$ cat src/rtl/sckd_pkg.sv
// Package for the serial command and key event decoder.
// Holds field widths, character codes, header strings and shared types.
// No dependencies.
package sckd_pkg;

  localparam int ByteW      = 8;
  localparam int FrameLen   = 9;
  localparam int StoreDepth = FrameLen - 1;   // last byte of a frame is used as it arrives
  localparam int PosW       = 4;
  localparam int StoreIdxW  = 3;
  localparam int HeaderLen  = 7;
  localparam int NumHeaders = 5;
  localparam int TargetW    = 3;
  localparam int ValueW     = 13;

  typedef logic [ByteW-1:0] char_t;

  // Character codes
  localparam char_t CharNone = 8'h00;
  localparam char_t CharP    = 8'h50;  // 'P' restarts a frame
  localparam char_t CharD    = 8'h64;  // 'd' right
  localparam char_t CharA    = 8'h61;  // 'a' left
  localparam char_t CharE    = 8'h65;  // 'e' enter

  // (b7 - '0') * 10 + (b8 - '0') = b7 * 10 + b8 - 11 * '0'
  localparam logic [ValueW-1:0] ValueBias = ValueW'(11 * 48);

  // Frame headers, first character in the top byte; index is the target code
  localparam logic [HeaderLen*ByteW-1:0] Headers [NumHeaders] = '{
    "PSMAX1X",
    "PSMAX2X",
    "PSMIN1X",
    "PSMIN2X",
    "PSTIMEX"
  };

  typedef enum logic [1:0] {
    EvNone  = 2'd0,
    EvRight = 2'd1,
    EvLeft  = 2'd2,
    EvEnter = 2'd3
  } event_t;

  // Frame decode outcome for the current transaction
  typedef struct packed {
    logic                     command_valid;
    logic [TargetW-1:0]       command_target;
    logic signed [ValueW-1:0] command_value;
  } frame_res_t;

endpackage

$ cat src/rtl/sckd_frame.sv
// Frame assembler: stores serial bytes, tracks position, matches headers, forms value.
// Depends on sckd_pkg.
module sckd_frame
  import sckd_pkg::*;
(
  input  logic       clk,
  input  logic       rst,
  input  logic       accept,
  input  char_t      serial_byte,
  output frame_res_t res
);

  char_t           store [StoreDepth];
  logic [PosW-1:0] position;
  logic [PosW-1:0] position_next;
  logic [PosW-1:0] base;
  logic            has_byte;
  logic            complete;
  logic            store_wr;
  logic [HeaderLen*ByteW-1:0] header;
  logic [ValueW-1:0] tens;
  logic [ValueW-1:0] value_sum;

  // Write position: 'P' (or an out-of-range count) starts from zero
  always_comb begin
    has_byte = (serial_byte != CharNone);
    if (serial_byte == CharP || position >= PosW'(FrameLen)) begin
      base = '0;
    end else begin
      base = position;
    end
    complete = has_byte && (base == PosW'(FrameLen - 1));
    store_wr = has_byte && !complete;
    if (!has_byte) begin
      position_next = position;
    end else if (complete) begin
      position_next = '0;
    end else begin
      position_next = base + PosW'(1);
    end
  end

  always_ff @(posedge clk) begin
    if (rst) begin
      position <= '0;
    end else if (accept) begin
      position <= position_next;
    end
  end

  // Byte store, no reset: every entry is written before a frame completes
  always_ff @(posedge clk) begin
    if (accept && store_wr) begin
      store[base[StoreIdxW-1:0]] <= serial_byte;
    end
  end

  // Header match and value; the ninth byte is taken straight from the input
  always_comb begin
    header = {store[0], store[1], store[2], store[3], store[4], store[5], store[6]};
    tens      = {{(ValueW-ByteW){1'b0}}, store[7]};
    value_sum = (tens << 3) + (tens << 1) + {{(ValueW-ByteW){1'b0}}, serial_byte} - ValueBias;
    res = '0;
    if (complete) begin
      for (int h = NumHeaders - 1; h >= 0; h--) begin
        if (header == Headers[h]) begin
          res.command_valid  = 1'b1;
          res.command_target = TargetW'(h);
          res.command_value  = value_sum;
        end
      end
    end
  end

`ifndef ASSERT_OFF
  a_pos_range: assert property (@(posedge clk) disable iff (rst)
    position <= PosW'(FrameLen - 1))
    else $error("frame position out of range");

  a_complete_wraps: assert property (@(posedge clk) disable iff (rst)
    accept && complete |=> position == '0)
    else $error("position not cleared after complete frame");

  a_restart: assert property (@(posedge clk) disable iff (rst)
    accept && serial_byte == CharP |=> position == PosW'(1))
    else $error("'P' did not restart the frame");
`endif

endmodule

$ cat config.mk
export PLATFORM = sky130hd
export DESIGN_NAME = sckd_frame
export DESIGN_NICKNAME = d
export VERILOG_FILES = /design/src/rtl/sckd_pkg.sv /design/src/rtl/sckd_frame.sv
export SDC_FILE = /design/constraint.sdc
export NUM_CORES = 1
export LEC_CHECK = 0
export BUFFER_PORTS_ARGS = -buffer_cell sky130_fd_sc_hd__buf_2
export CAP_MARGIN = 15
export CORE_ASPECT_RATIO = 1.75
export CORE_MARGIN = 2
export CORE_UTILIZATION = 41
export CTS_CLUSTER_DIAMETER = 100
export DETAILED_ROUTE_END_ITERATION = 10
export GPL_TIMING_DRIVEN = 1
export SYNTH_ARGS = -nofsm -noshare
export SYNTH_HDL_FRONTEND = slang
export SYNTH_SLANG_ARGS = --single-unit
$ cat constraint.sdc
create_clock -name clk -period 3.2 [get_ports clk]
set_input_delay 0.16 -clock clk [delete_from_list [all_inputs] [get_ports clk]]
set_output_delay 0.16 -clock clk [all_outputs]
set_load 0.01 [all_outputs]
==> results of run 1 <==
-- final cells by class --
cell class,instances,area share
sequential,68,0.476
multi-input combinational,163,0.323
timing repair buffer,54,0.0804
clock buffer,9,0.0536
inverter,32,0.0286
tap,92,0.0274
clock inverter,7,0.0101
-- cells in the final DEF, fill, tap and decap left out, drive strengths merged, types with 2 or more instances in the layout --
| cell type | synthesis | routed |
|---|---|---|
| a31oi | 2 | 2 |
| nor2 | 16 | 16 |
| clkbuf | 1 | 9 |
| inv | 32 | 33 |
| o21ai | 4 | 4 |
| o32ai | 2 | 2 |
| ha | 22 | 22 |
| and3 | 4 | 4 |
| buf | 0 | 54 |
| nor2b | 3 | 3 |
| nor3 | 8 | 8 |
| a21o | 3 | 3 |
| nand3 | 4 | 4 |
| nand4 | 8 | 8 |
| nor4 | 8 | 8 |
| clkinv | 0 | 4 |
| nor3b | 2 | 2 |
| a211o | 2 | 2 |
| clkinvlp | 0 | 2 |
| nor4b | 7 | 7 |
| nor4bb | 6 | 6 |
| nand2 | 11 | 11 |
| edfxtp | 64 | 64 |
| xnor2 | 3 | 3 |
| or3 | 2 | 2 |
| a21oi | 10 | 10 |
| and2 | 6 | 6 |
| dfxtp | 4 | 4 |
| xor2 | 5 | 5 |
| fa | 6 | 6 |
-- Yosys cell counts (all sizes together) (4+ instances only) --
| master | number | area, sq um |
|---|---|---|
| a21oi | 10 | 50.1 |
| and2 | 6 | 37.5 |
| and3 | 4 | 25.0 |
| dfxtp | 4 | 80.1 |
| edfxtp | 64 | 1920 |
| fa | 6 | 120 |
| ha | 22 | 275 |
| inv | 32 | 120 |
| nand2 | 11 | 41.3 |
| nand3 | 4 | 25.0 |
| nand4 | 8 | 50.1 |
| nor2 | 16 | 60.1 |
| nor3 | 8 | 40.0 |
| nor4 | 8 | 50.1 |
| nor4b | 7 | 61.3 |
| nor4bb | 6 | 60.1 |
| o21ai | 4 | 20.0 |
| xor2 | 5 | 43.8 |
-- how the worst min path moves through the flow --
stage | end | slack, ps | cells past startpoint | from
final | position[3]$_SDFFE_PP0P_ | 60 | 2 | rst
after global routing | position[3]$_SDFFE_PP0P_ | 70 | 2 | rst
after CTS | position[3]$_SDFFE_PP0P_ | 50 | 2 | rst
after detailed placement | position[3]$_SDFFE_PP0P_ | 400 | 2 | rst
after global placement | store[0][3]$_DFFE_PP_ | 390 | 1 | serial_byte[3]
after floorplan | position[3]$_SDFFE_PP0P_ | 230 | 1 | rst
-- where the power goes --
part           internal (mW)  leakage (nW)  switching [mW]
Sequential              1.00         0.615         0.00700
Combinational         0.0706         0.927           0.105
Clock                  0.518         0.129           0.347
Total                   1.59          1.67           0.459
-- kinds of logic (layout without fill, tap and decap cells) --
family	count (synthesis)	count (layout)	share of synthesized area
simple gates	92	92	0.164
flops	68	68	0.587
compound gates	35	35	0.0767
buf+inv	33	102	0.0363
fa+ha+maj	28	28	0.116
xor+xnor	8	8	0.0205
-- metal layers --
metal,up-vias,share of wire
met5,-,0
met4,0,0.030
met3,10,0.031
met2,46,0.57
met1,1165,0.37
li1,1126,-
-- worst register-to-register path, cell delays in order (launching register included) --
cell and delay, ps:
dfxtp_1 300, or3_1 450, nand2_1 130, and2_1 150, nand2_1 80, ha_1 180, nand2_1 100, o221a_2 190
a31oi_1 40, buf_4 150, a21oi_1 640
-- registers in the layout, indices dropped and copies added, names as in the netlist --
signal / count
store: 64
position: 4
-- repair_timing --
action	CTS	global route
resized for setup	4	13
buffers inserted	0	5
hold buffers	0	0
pin swaps	0	10
endpoints found under the setup margin	2	12
==> metrics.md, run 1 <==
| Metric | Value |
|---|---|
| Outcome | `finished clean` |
| Startpoint Class | `register` |
| Relative slew margins | `0.441` |
| Post-synth EDFFs | `64` |
| Antenna violations before repair | `0` |
| Reg area | `0.00200 sq mm` |
| Layout area overhead | `23.2%` |
| Routability Congestion | `0.858` |
| Clock slew at reported path FFs | `50 ps` |
| Cell family contributing the most delay on the critical path | `adder cells` |
| Syn Area/Cell | `12.9 sq um` |
| Worst reg2reg setup slack | `410 ps` |
| Pin count of the biggest net entering global routing | `13` |
| GRT Total Usage | `0.179` |
| Worst hold path type | `in2reg` |
| Clk buf depth | `2` |
| CP bufs+invs | `3` |
| Final Util | `0.512` |
| Critical path cell sequence | `inv_2 > fa_1 > inv_2 > ha_4 > ha_4 > fa_2 > a21o_1 > a22oi_2 > nor2b_2 > xor2_1 > nor2_1 > buf_2` |
| Fillers | `736` |
| CTS tree | `built` |
| Synthesized area | `0.00341 sq mm` |
| Fmax | `0.318 GHz` |
| Post-route ant nets | `0` |
| First-pass GRT wire length | `12.0 mm` |
| Hold slack | `60.7 ps` |
| Reg2reg start | `position[2]$_SDFFE_PP0P_` |
| Critical path's largest stage delay | `520 ps` |
| Vias in the first global route | `2448` |
| FF+latch count, synth | `68` |
| Num CTS Buffers | `9` |
| Post-Layout Cell Count | `425` |
| CORE AREA | `0.00820 sq mm` |
| H-tree Lvls | `3` |
| Crit end category | `output pin` |
| Lkg Pwr | `1.67 nW` |
| Placed cells | `404` |
| Final nets | `367` |
| Drt wl/cell | `17.6 microns` |
| Row cnt | `44` |
| CP Max Fanout | `2` |
| RSZ-0062 raised after global routing | `true` |
| Power Dens Cells | `488 mW/mm^2` |
| Fin. Hold Viols | `0` |
| Max Cap Viol | `0` |
| Met3 Usage GRT | `0.0388` |
| End point of the critical path | `res[9]` |
| Clk_lat worst skew | `320 ps` |
| PortBufs | `27` |
| Die height | `125 microns` |
| Layout cells sized above 1 | `0.270` |
| Number of remaining DRC errors | `0` |
| CTS Root Cell | `clkbuf_16` |
| Power Total | `2.05 mW` |
| Die width | `72.9 microns` |
| Fin crit period | `3140 ps` |
| Setup-failing EPs final | `0` |
| Pre-CTS setup slack | `159 ps` |
| Sequential fraction of the synthesis area | `0.587` |
| YS warnings | `0` |
| Grt met2 use | `0.325` |
| Start point of the critical path | `store[7][0]$_DFFE_PP_` |
| Distinct cells, synth | `47` |
| Sink Count | `68` |
| Setup TNS | `0 ps` |
| Slowest cell on crit path | `fa_1` |
| Starting density of the core | `0.416` |
| Syn Nets | `303` |
| Final worst-path cycle share | `0.982` |
| I/O pin count | `28` |
| Syn Inst Count | `264` |
| Async set-reset flop share out of synthesis | `0` |
| Worst Setup Path Type | `reg2out` |
| WL final | `7.47 mm` |
| Placed cell area | `0.00382 sq mm` |
| GR Util met1 | `0.180` |
| Vias per cell | `5.52` |
| DR vias | `2347` |
| Cell area after layout | `0.00420 sq mm` |
| CP arrival | `2980 ps` |
| Multi-input logic area | `0.00136 sq mm` |
| Worst clock skew | `4.17 ps` |
| Actual slew at the worst max-slew pin | `838 ps` |
| VDD IR max | `303 uV` |
| Final count of pins violating max slew | `0` |
| CP Depth | `12` |
| Worst R2R Path Depth | `10` |
| Total grt overflow | `0` |
| Reg-to-Reg End | `store[0][1]$_DFFE_PP_` |
| Final setup margin | `57.1 ps` |
| Post-DP HPWL | `5.66 mm` |
| Initial DRC Count | `52` |
| Layer with the highest usage | `met2` |
| Most common flop cell mapped by yosys | `edfxtp_1` |
| CP required | `3040 ps` |
| Antenna Cells | `0` |
| Die ar. | `0.00909 sq mm` |
| Length of the first detailed-routing pass in iterations | `4` |
Power figures use the tool's default switching activity.
==> run 2: changes to the inputs <==
--- a/config.mk
+++ b/config.mk
@@ -13,6 +13,8 @@
 export CTS_CLUSTER_DIAMETER = 100
 export DETAILED_ROUTE_END_ITERATION = 10
 export GPL_TIMING_DRIVEN = 1
+export HOLD_SLACK_MARGIN = 0.12
+export RECOVER_POWER = 100
 export SYNTH_ARGS = -nofsm -noshare
 export SYNTH_HDL_FRONTEND = slang
 export SYNTH_SLANG_ARGS = --single-unit
==> metrics.md, run 2 (synthesized netlist as in run 1, its figures left out) <==
| Metric | Value |
|---|---|
| H-tree Lvls | `3` |
| Total grt overflow | `0` |
| Setup TNS | `0 ps` |
| Pre-CTS setup slack | `159 ps` |
| Pin count of the biggest net entering global routing | `13` |
| Die width | `72.9 microns` |
| Routability Congestion | `0.858` |
| Antenna violations before repair | `0` |
| Fin. Hold Viols | `0` |
| Clk_lat worst skew | `320 ps` |
| I/O pin count | `28` |
| Placed cell area | `0.00382 sq mm` |
| Final setup margin | `54.6 ps` |
| CTS Root Cell | `clkbuf_16` |
| CORE AREA | `0.00820 sq mm` |
| Die height | `125 microns` |
| DR vias | `2352` |
| Hold slack | `217 ps` |
| PortBufs | `27` |
| GRT Total Usage | `0.179` |
| Layout cells sized above 1 | `0.188` |
| Met3 wire length | `282 microns` |
| Antenna Cells | `0` |
| WL final | `7.50 mm` |
| Sink Count | `68` |
| Max reg flops | `64` |
| CP required | `3040 ps` |
| Number of remaining DRC errors | `0` |
| Startpoint Class | `register` |
| Initial DRC Count | `64` |
| Die ar. | `0.00909 sq mm` |
| Clock slew at reported path FFs | `50 ps` |
| Relative slew margins | `0.456` |
| Crit end category | `output pin` |
| Fmax | `0.318 GHz` |
| Reg area | `0.00200 sq mm` |
| Setup-failing EPs final | `0` |
| Post-DP HPWL | `5.66 mm` |
| Fin crit period | `3150 ps` |
| RSZ-0062 raised after global routing | `true` |
| Clk buf depth | `2` |
| Top Layer Used | `met4` |
| Slowest cell on crit path | `fa_1` |
| Row cnt | `44` |
| Worst clock skew | `5.05 ps` |
| Final worst-path cycle share | `0.983` |
| Worst reg2reg setup slack | `380 ps` |
| VDD IR max | `283 uV` |
| Drt wl/cell | `17.6 microns` |
| Actual slew at the worst max-slew pin | `816 ps` |
| Most frequent cells in the layout | `edfxtp_1 (64), inv_1 (29), clkbuf_1 (25)` |
| Most common cell after layout, fill and taps aside | `edfxtp_1` |
| Power Dens Cells | `495 mW/mm^2` |
| Met2 WL | `4.25 mm` |
| Max Cap Viol | `0` |
| Worst Setup Path Type | `reg2out` |
| Met1 Wirelength | `2.74 mm` |
| First-pass GRT wire length | `12.0 mm` |
| Final count of pins violating max slew | `0` |
| Layout area overhead | `21.0%` |
| Final nets | `369` |
| Starting density of the core | `0.416` |
| Num CTS Buffers | `9` |
| CTS tree | `built` |
| Cell area after layout | `0.00413 sq mm` |
| Outcome | `finished clean` |
| Critical path's largest stage delay | `520 ps` |
| CP Max Fanout | `2` |
| Fillers | `750` |
| Multi-input logic area | `0.00134 sq mm` |
| Post-route ant nets | `0` |
| CP arrival | `2990 ps` |
| Placed cells | `404` |
| Post-Layout Cell Count | `427` |
| Length of the first detailed-routing pass in iterations | `4` |
| Worst hold path type | `in2reg` |
| Vias per cell | `5.51` |
| Vias in the first global route | `2445` |
| Lkg Pwr | `1.58 nW` |
| Critical path cell sequence | `inv_2 > fa_1 > inv_2 > ha_4 > ha_4 > fa_2 > a21o_1 > a22oi_2 > nor2b_2 > xor2_1 > nor2_1 > buf_2` |
-- run 2: changes by cell type in the layout (fill, tap and decap cells not counted) --
cell           delta
o41a_4            -1
clkbuf_1         +25
a221oi_1          +1
buf_2            -13
and2_0            +1
and2_1            -1
clkbuf_2          +5
a221oi_2          -1
buf_4            -17
o41a_2            +1
nand3_2           -1
nand3_1           +1
dlygate4sd3_1     +2
-- run 2: power by group --
group          switching [mW]  internal [mW]  total [mW]
combinational           0.105         0.0639       0.169
sequential            0.00691           1.00        1.01
clock                   0.346          0.518       0.864
-- run 2: critical path: cells and delay by family (launching register included) --
family	cells	cell delay, ps
adder cells (fa/ha/maj)	4	1310
AO/OA/AOI/OAI	2	370
flip-flops	1	360
AND/OR/NAND/NOR	2	240
buffers and inverters	3	230
XOR/XNOR	1	160
-- run 2: repair_timing --
| item | CTS | global route |
|---|---|---|
| buffers inserted | 0 | 5 |
| pin swaps | 0 | 10 |
| cloned | 0 | 0 |
| setup endpoints to repair | 2 | 12 |
| gates resized for setup | 4 | 13 |
| endpoints found under the hold margin | 4 | 0 |
| hold buffers | 2 | 0 |
-- run 2: routing by layer --
layer  vias up  GRT usage
met4         0      0.100
met1      1151      0.181
met2        56      0.326
met3        12     0.0388
li1       1133          -
met5         -          0
-- run 2: area by class of cell --
type                    instances  share of cell area
clock buffers                   9              0.0546
multi-input cells             163               0.324
clock inverters                 7              0.0103
well taps                      92              0.0279
flip-flops and latches         68               0.485
inverters                      32              0.0291
repair buffers                 56              0.0688
-- run 2: path summary, 6_finish.rpt --
kind / start / to / depth (start not counted)
max: store[7][0]$_DFFE_PP_ / res[9] / 12
min: serial_byte[4] / store[4][4]$_DFFE_PP_ / 1
max reg2reg: position[2]$_SDFFE_PP0P_ / store[4][2]$_DFFE_PP_ / 11
min reg2reg: position[1]$_SDFFE_PP0P_ / position[1]$_SDFFE_PP0P_ / 3
-- run 2: metrics by stage --
stage | util | power [mW]
after global routing | 0.503 | 2.12
after floorplan | - | 1.12
after CTS | 0.503 | 2.06
after detailed placement | 0.466 | 1.19
final | 0.503 | 2.04
after global placement | 0.466 | 1.19
==> run 3: changes to the inputs <==
--- a/config.mk
+++ b/config.mk
@@ -5,6 +5,7 @@
 export SDC_FILE = /design/constraint.sdc
 export NUM_CORES = 1
 export LEC_CHECK = 0
+export ABC_AREA = 1
 export BUFFER_PORTS_ARGS = -buffer_cell sky130_fd_sc_hd__buf_2
 export CAP_MARGIN = 15
 export CORE_ASPECT_RATIO = 1.75
==> metrics.md, run 3 <==
| Metric | Value |
|---|---|
| Outcome | `finished clean` |
| GR Util met1 | `0.162` |
| CP arrival | `2890 ps` |
| Max Cap Viol | `0` |
| Compound-Gate Fraction of Synth Area | `0.0239` |
| Most frequent cells in the layout | `inv_1 (67), edfxtp_1 (64), nand2_1 (50)` |
| Length of the first detailed-routing pass in iterations | `4` |
| Sequential Power Share | `0.463` |
| Num CTS Buffers | `9` |
| Fmax | `0.328 GHz` |
| Antenna violations before repair | `0` |
| Yosys top cell by area | `edfxtp_1` |
| Distinct cells, synth | `30` |
| RSZ-0062 raised after global routing | `false` |
| Lkg Pwr | `1.82 nW` |
| YS warnings | `0` |
| Total grt overflow | `0` |
| Fillers | `832` |
| Grt met2 use | `0.299` |
| Clk network pwr share | `0.470` |
| Drt wl/cell | `13.5 microns` |
| Vias per cell | `4.62` |
| Crit end category | `output pin` |
| Final Util | `0.494` |
| Post-Layout Cell Count | `520` |
| GRT Total Usage | `0.161` |
| Gate power share | `0.067` |
| Clk buf depth | `2` |
| Row cnt | `45` |
| Worst Setup Path Type | `reg2out` |
| Vias in the first global route | `2229` |
| Met3 Usage GRT | `0.0350` |
| Worst R2R Path Depth | `11` |
| DR vias | `2404` |
| Pin count of the biggest net entering global routing | `13` |
| Layout cells sized above 1 | `0.179` |
| CP Max Fanout | `3` |
| Die width | `75.5 microns` |
| Post-synth EDFFs | `64` |
| Critical path's largest stage delay | `470 ps` |
| Max reg flops | `64` |
| Worst hold path type | `in2reg` |
| Die ar. | `0.00975 sq mm` |
| Layout area overhead | `16.9%` |
| Largest family of logic cells by synthesized area | `simple AND/OR/NAND/NOR gates` |
| First-pass GRT wire length | `11.0 mm` |
| Power Dens Cells | `505 mW/mm^2` |
| Adder-Cell Fraction of Synth Area | `0.108` |
| Post-synthesis simple-gate area fraction | `0.224` |
| Layer with the highest usage | `met2` |
| Critical path cell sequence | `inv_1 > fa_1 > inv_1 > fa_1 > fa_2 > a21oi_2 > o21bai_2 > nand2_1 > nand2_1 > xor2_2 > nor2_4 > buf_2` |
| Final worst-path cycle share | `0.953` |
| Worst clock skew | `6.31 ps` |
| Async set-reset flop share out of synthesis | `0` |
| Routability Congestion | `0.841` |
| FF+latch count, synth | `68` |
| Syn Inst Count | `348` |
| Setup TNS | `0 ps` |
| Final count of pins violating max slew | `0` |
| PortBufs | `27` |
| Synthesized area | `0.00367 sq mm` |
| Placed cell area | `0.00402 sq mm` |
| Initial DRC Count | `107` |
| Relative slew margins | `0.528` |
| I/O pin count | `28` |
| Hold slack | `320 ps` |
| Post-DP HPWL | `5.52 mm` |
| Switching Share | `0.205` |
| CP required | `3040 ps` |
| Actual slew at the worst max-slew pin | `705 ps` |
| Clk_lat worst skew | `330 ps` |
| Startpoint Class | `register` |
| Starting density of the core | `0.423` |
| Largest cells by area after synthesis | `edfxtp_1 (52%), ha_1 (7.5%), inv_1 (6.7%), nand2_1 (4.9%), nor2_4 (4.0%)` |
| Fin. Hold Viols | `0` |
| Post-synth top cells | `inv_1 (65), edfxtp_1 (64), nand2_1 (48)` |
| Synth Area in XOR/XNOR | `0.0143` |
| Area share of the largest cell type after synthesis | `0.524` |
| Slowest cell on crit path | `fa_1` |
| WL final | `7.01 mm` |
| Post-route ant nets | `0` |
| H-tree Lvls | `3` |
| Setup-failing EPs final | `0` |
| Die height | `129 microns` |
| Syn Area/Cell | `10.5 sq um` |
| Mux share of post-synthesis cell area | `0` |
| Top-count cell post-synth | `inv_1` |
| CTS Root Cell | `clkbuf_16` |
| CORE AREA | `0.00867 sq mm` |
| Placed cells | `503` |
| Worst reg2reg setup slack | `630 ps` |
| Hold depth | `1` |
| CTS tree | `built` |
| Number of remaining DRC errors | `0` |
| Sw power | `0.444 mW` |
| Syn Nets | `387` |
| Most common cell after layout, fill and taps aside | `inv_1` |
| Clock slew at reported path FFs | `50 ps` |
| Final nets | `437` |
| Fin crit period | `3050 ps` |
| Antenna Cells | `0` |
| Sequential fraction of the synthesis area | `0.546` |
| Sink Count | `68` |
| Cell area after layout | `0.00429 sq mm` |
| VDD IR max | `357 uV` |
| Internal cell power | `1.72 mW` |
| Most common flop cell mapped by yosys | `edfxtp_1` |
run 3: cell count changes in the layout (fill, tap and decap cells not counted), moves of 4 or more:
| cell | before | now |
|---|---|---|
| nor2_4 | 0 | 8 |
| nand2_1 | 11 | 50 |
| inv_1 | 29 | 67 |
| buf_4 | 10 | 0 |
| nand3_1 | 4 | 14 |
| nor4bb_1 | 6 | 0 |
| nor4b_1 | 7 | 0 |
| nor2_2 | 0 | 6 |
| inv_2 | 3 | 10 |
| nor4_1 | 7 | 0 |
| nor2_1 | 16 | 41 |
| and2_1 | 5 | 1 |
run 3: layer usage:
layer	vias up	share of wire	wire, microns
met2	34	0.57	4030
met5	-	0	0
met3	14	0.022	157
met1	1129	0.38	2640
met4	0	0.026	184
li1	1227	-	-
run 3: power groups by stage:
stage	Sequential (mW)	Clock, mW	Combinational, mW
global route	1.00	1.08	0.164
floorplan	1.02	0	0.0901
global placement	1.02	0	0.144
detailed placement	1.02	0	0.146
finish	1.00	1.02	0.144
CTS	1.00	1.04	0.149
run 3: cell families after synthesis:
family          count (synthesis)
buf+inv                        78
fa+ha+maj                      28
xor+xnor                        6
compound gates                 15
flops                          68
simple gates                  153
run 3: final timing paths:
| path | startpoint | endpoint |
|---|---|---|
| hold / removal | serial_byte[1] | store[5][1]$_DFFE_PP_ |
| setup / recovery | store[7][0]$_DFFE_PP_ | res[9] |
| hold reg to reg | position[3]$_SDFFE_PP0P_ | position[3]$_SDFFE_PP0P_ |
| setup reg to reg | position[1]$_SDFFE_PP0P_ | store[6][6]$_DFFE_PP_ |
run 3: timing repair:
item                                    CTS  global route
hold endpoints to repair                  4             0
endpoints found under the setup margin    1             4
hold buffers                              1             0
pin swaps                                 0             2
buffers inserted                          0             0
resized for setup                         2             8
run 3: cell type report:
class	instances	area, sq um	share of cell area
sequential	68	2000	0.467
multi-input combinational	202	1360	0.317
timing repair buffer	40	175	0.0409
inverter	77	289	0.0674
tap	117	146	0.0342
clock buffer	9	225	0.0526
clock inverter	7	90.1	0.0210
run 3: worst max-delay path, delay by kind of cell, from the launching register on:
family	cells	cell delay (ps)
compound gates	2	250
xor+xnor	1	170
fa+ha+maj	3	1300
buf+inv	3	260
flops	1	340
simple gates	3	230
run 3: metrics by stage:
| step | total power [mW] | worst slack (ps) |
|---|---|---|
| CTS | 2.19 | 26.4 |
| floorplan | 1.11 | 581 |
| finish | 2.16 | 149 |
| global route | 2.25 | 23.7 |
| global placement | 1.16 | 352 |
| detailed placement | 1.17 | 299 |
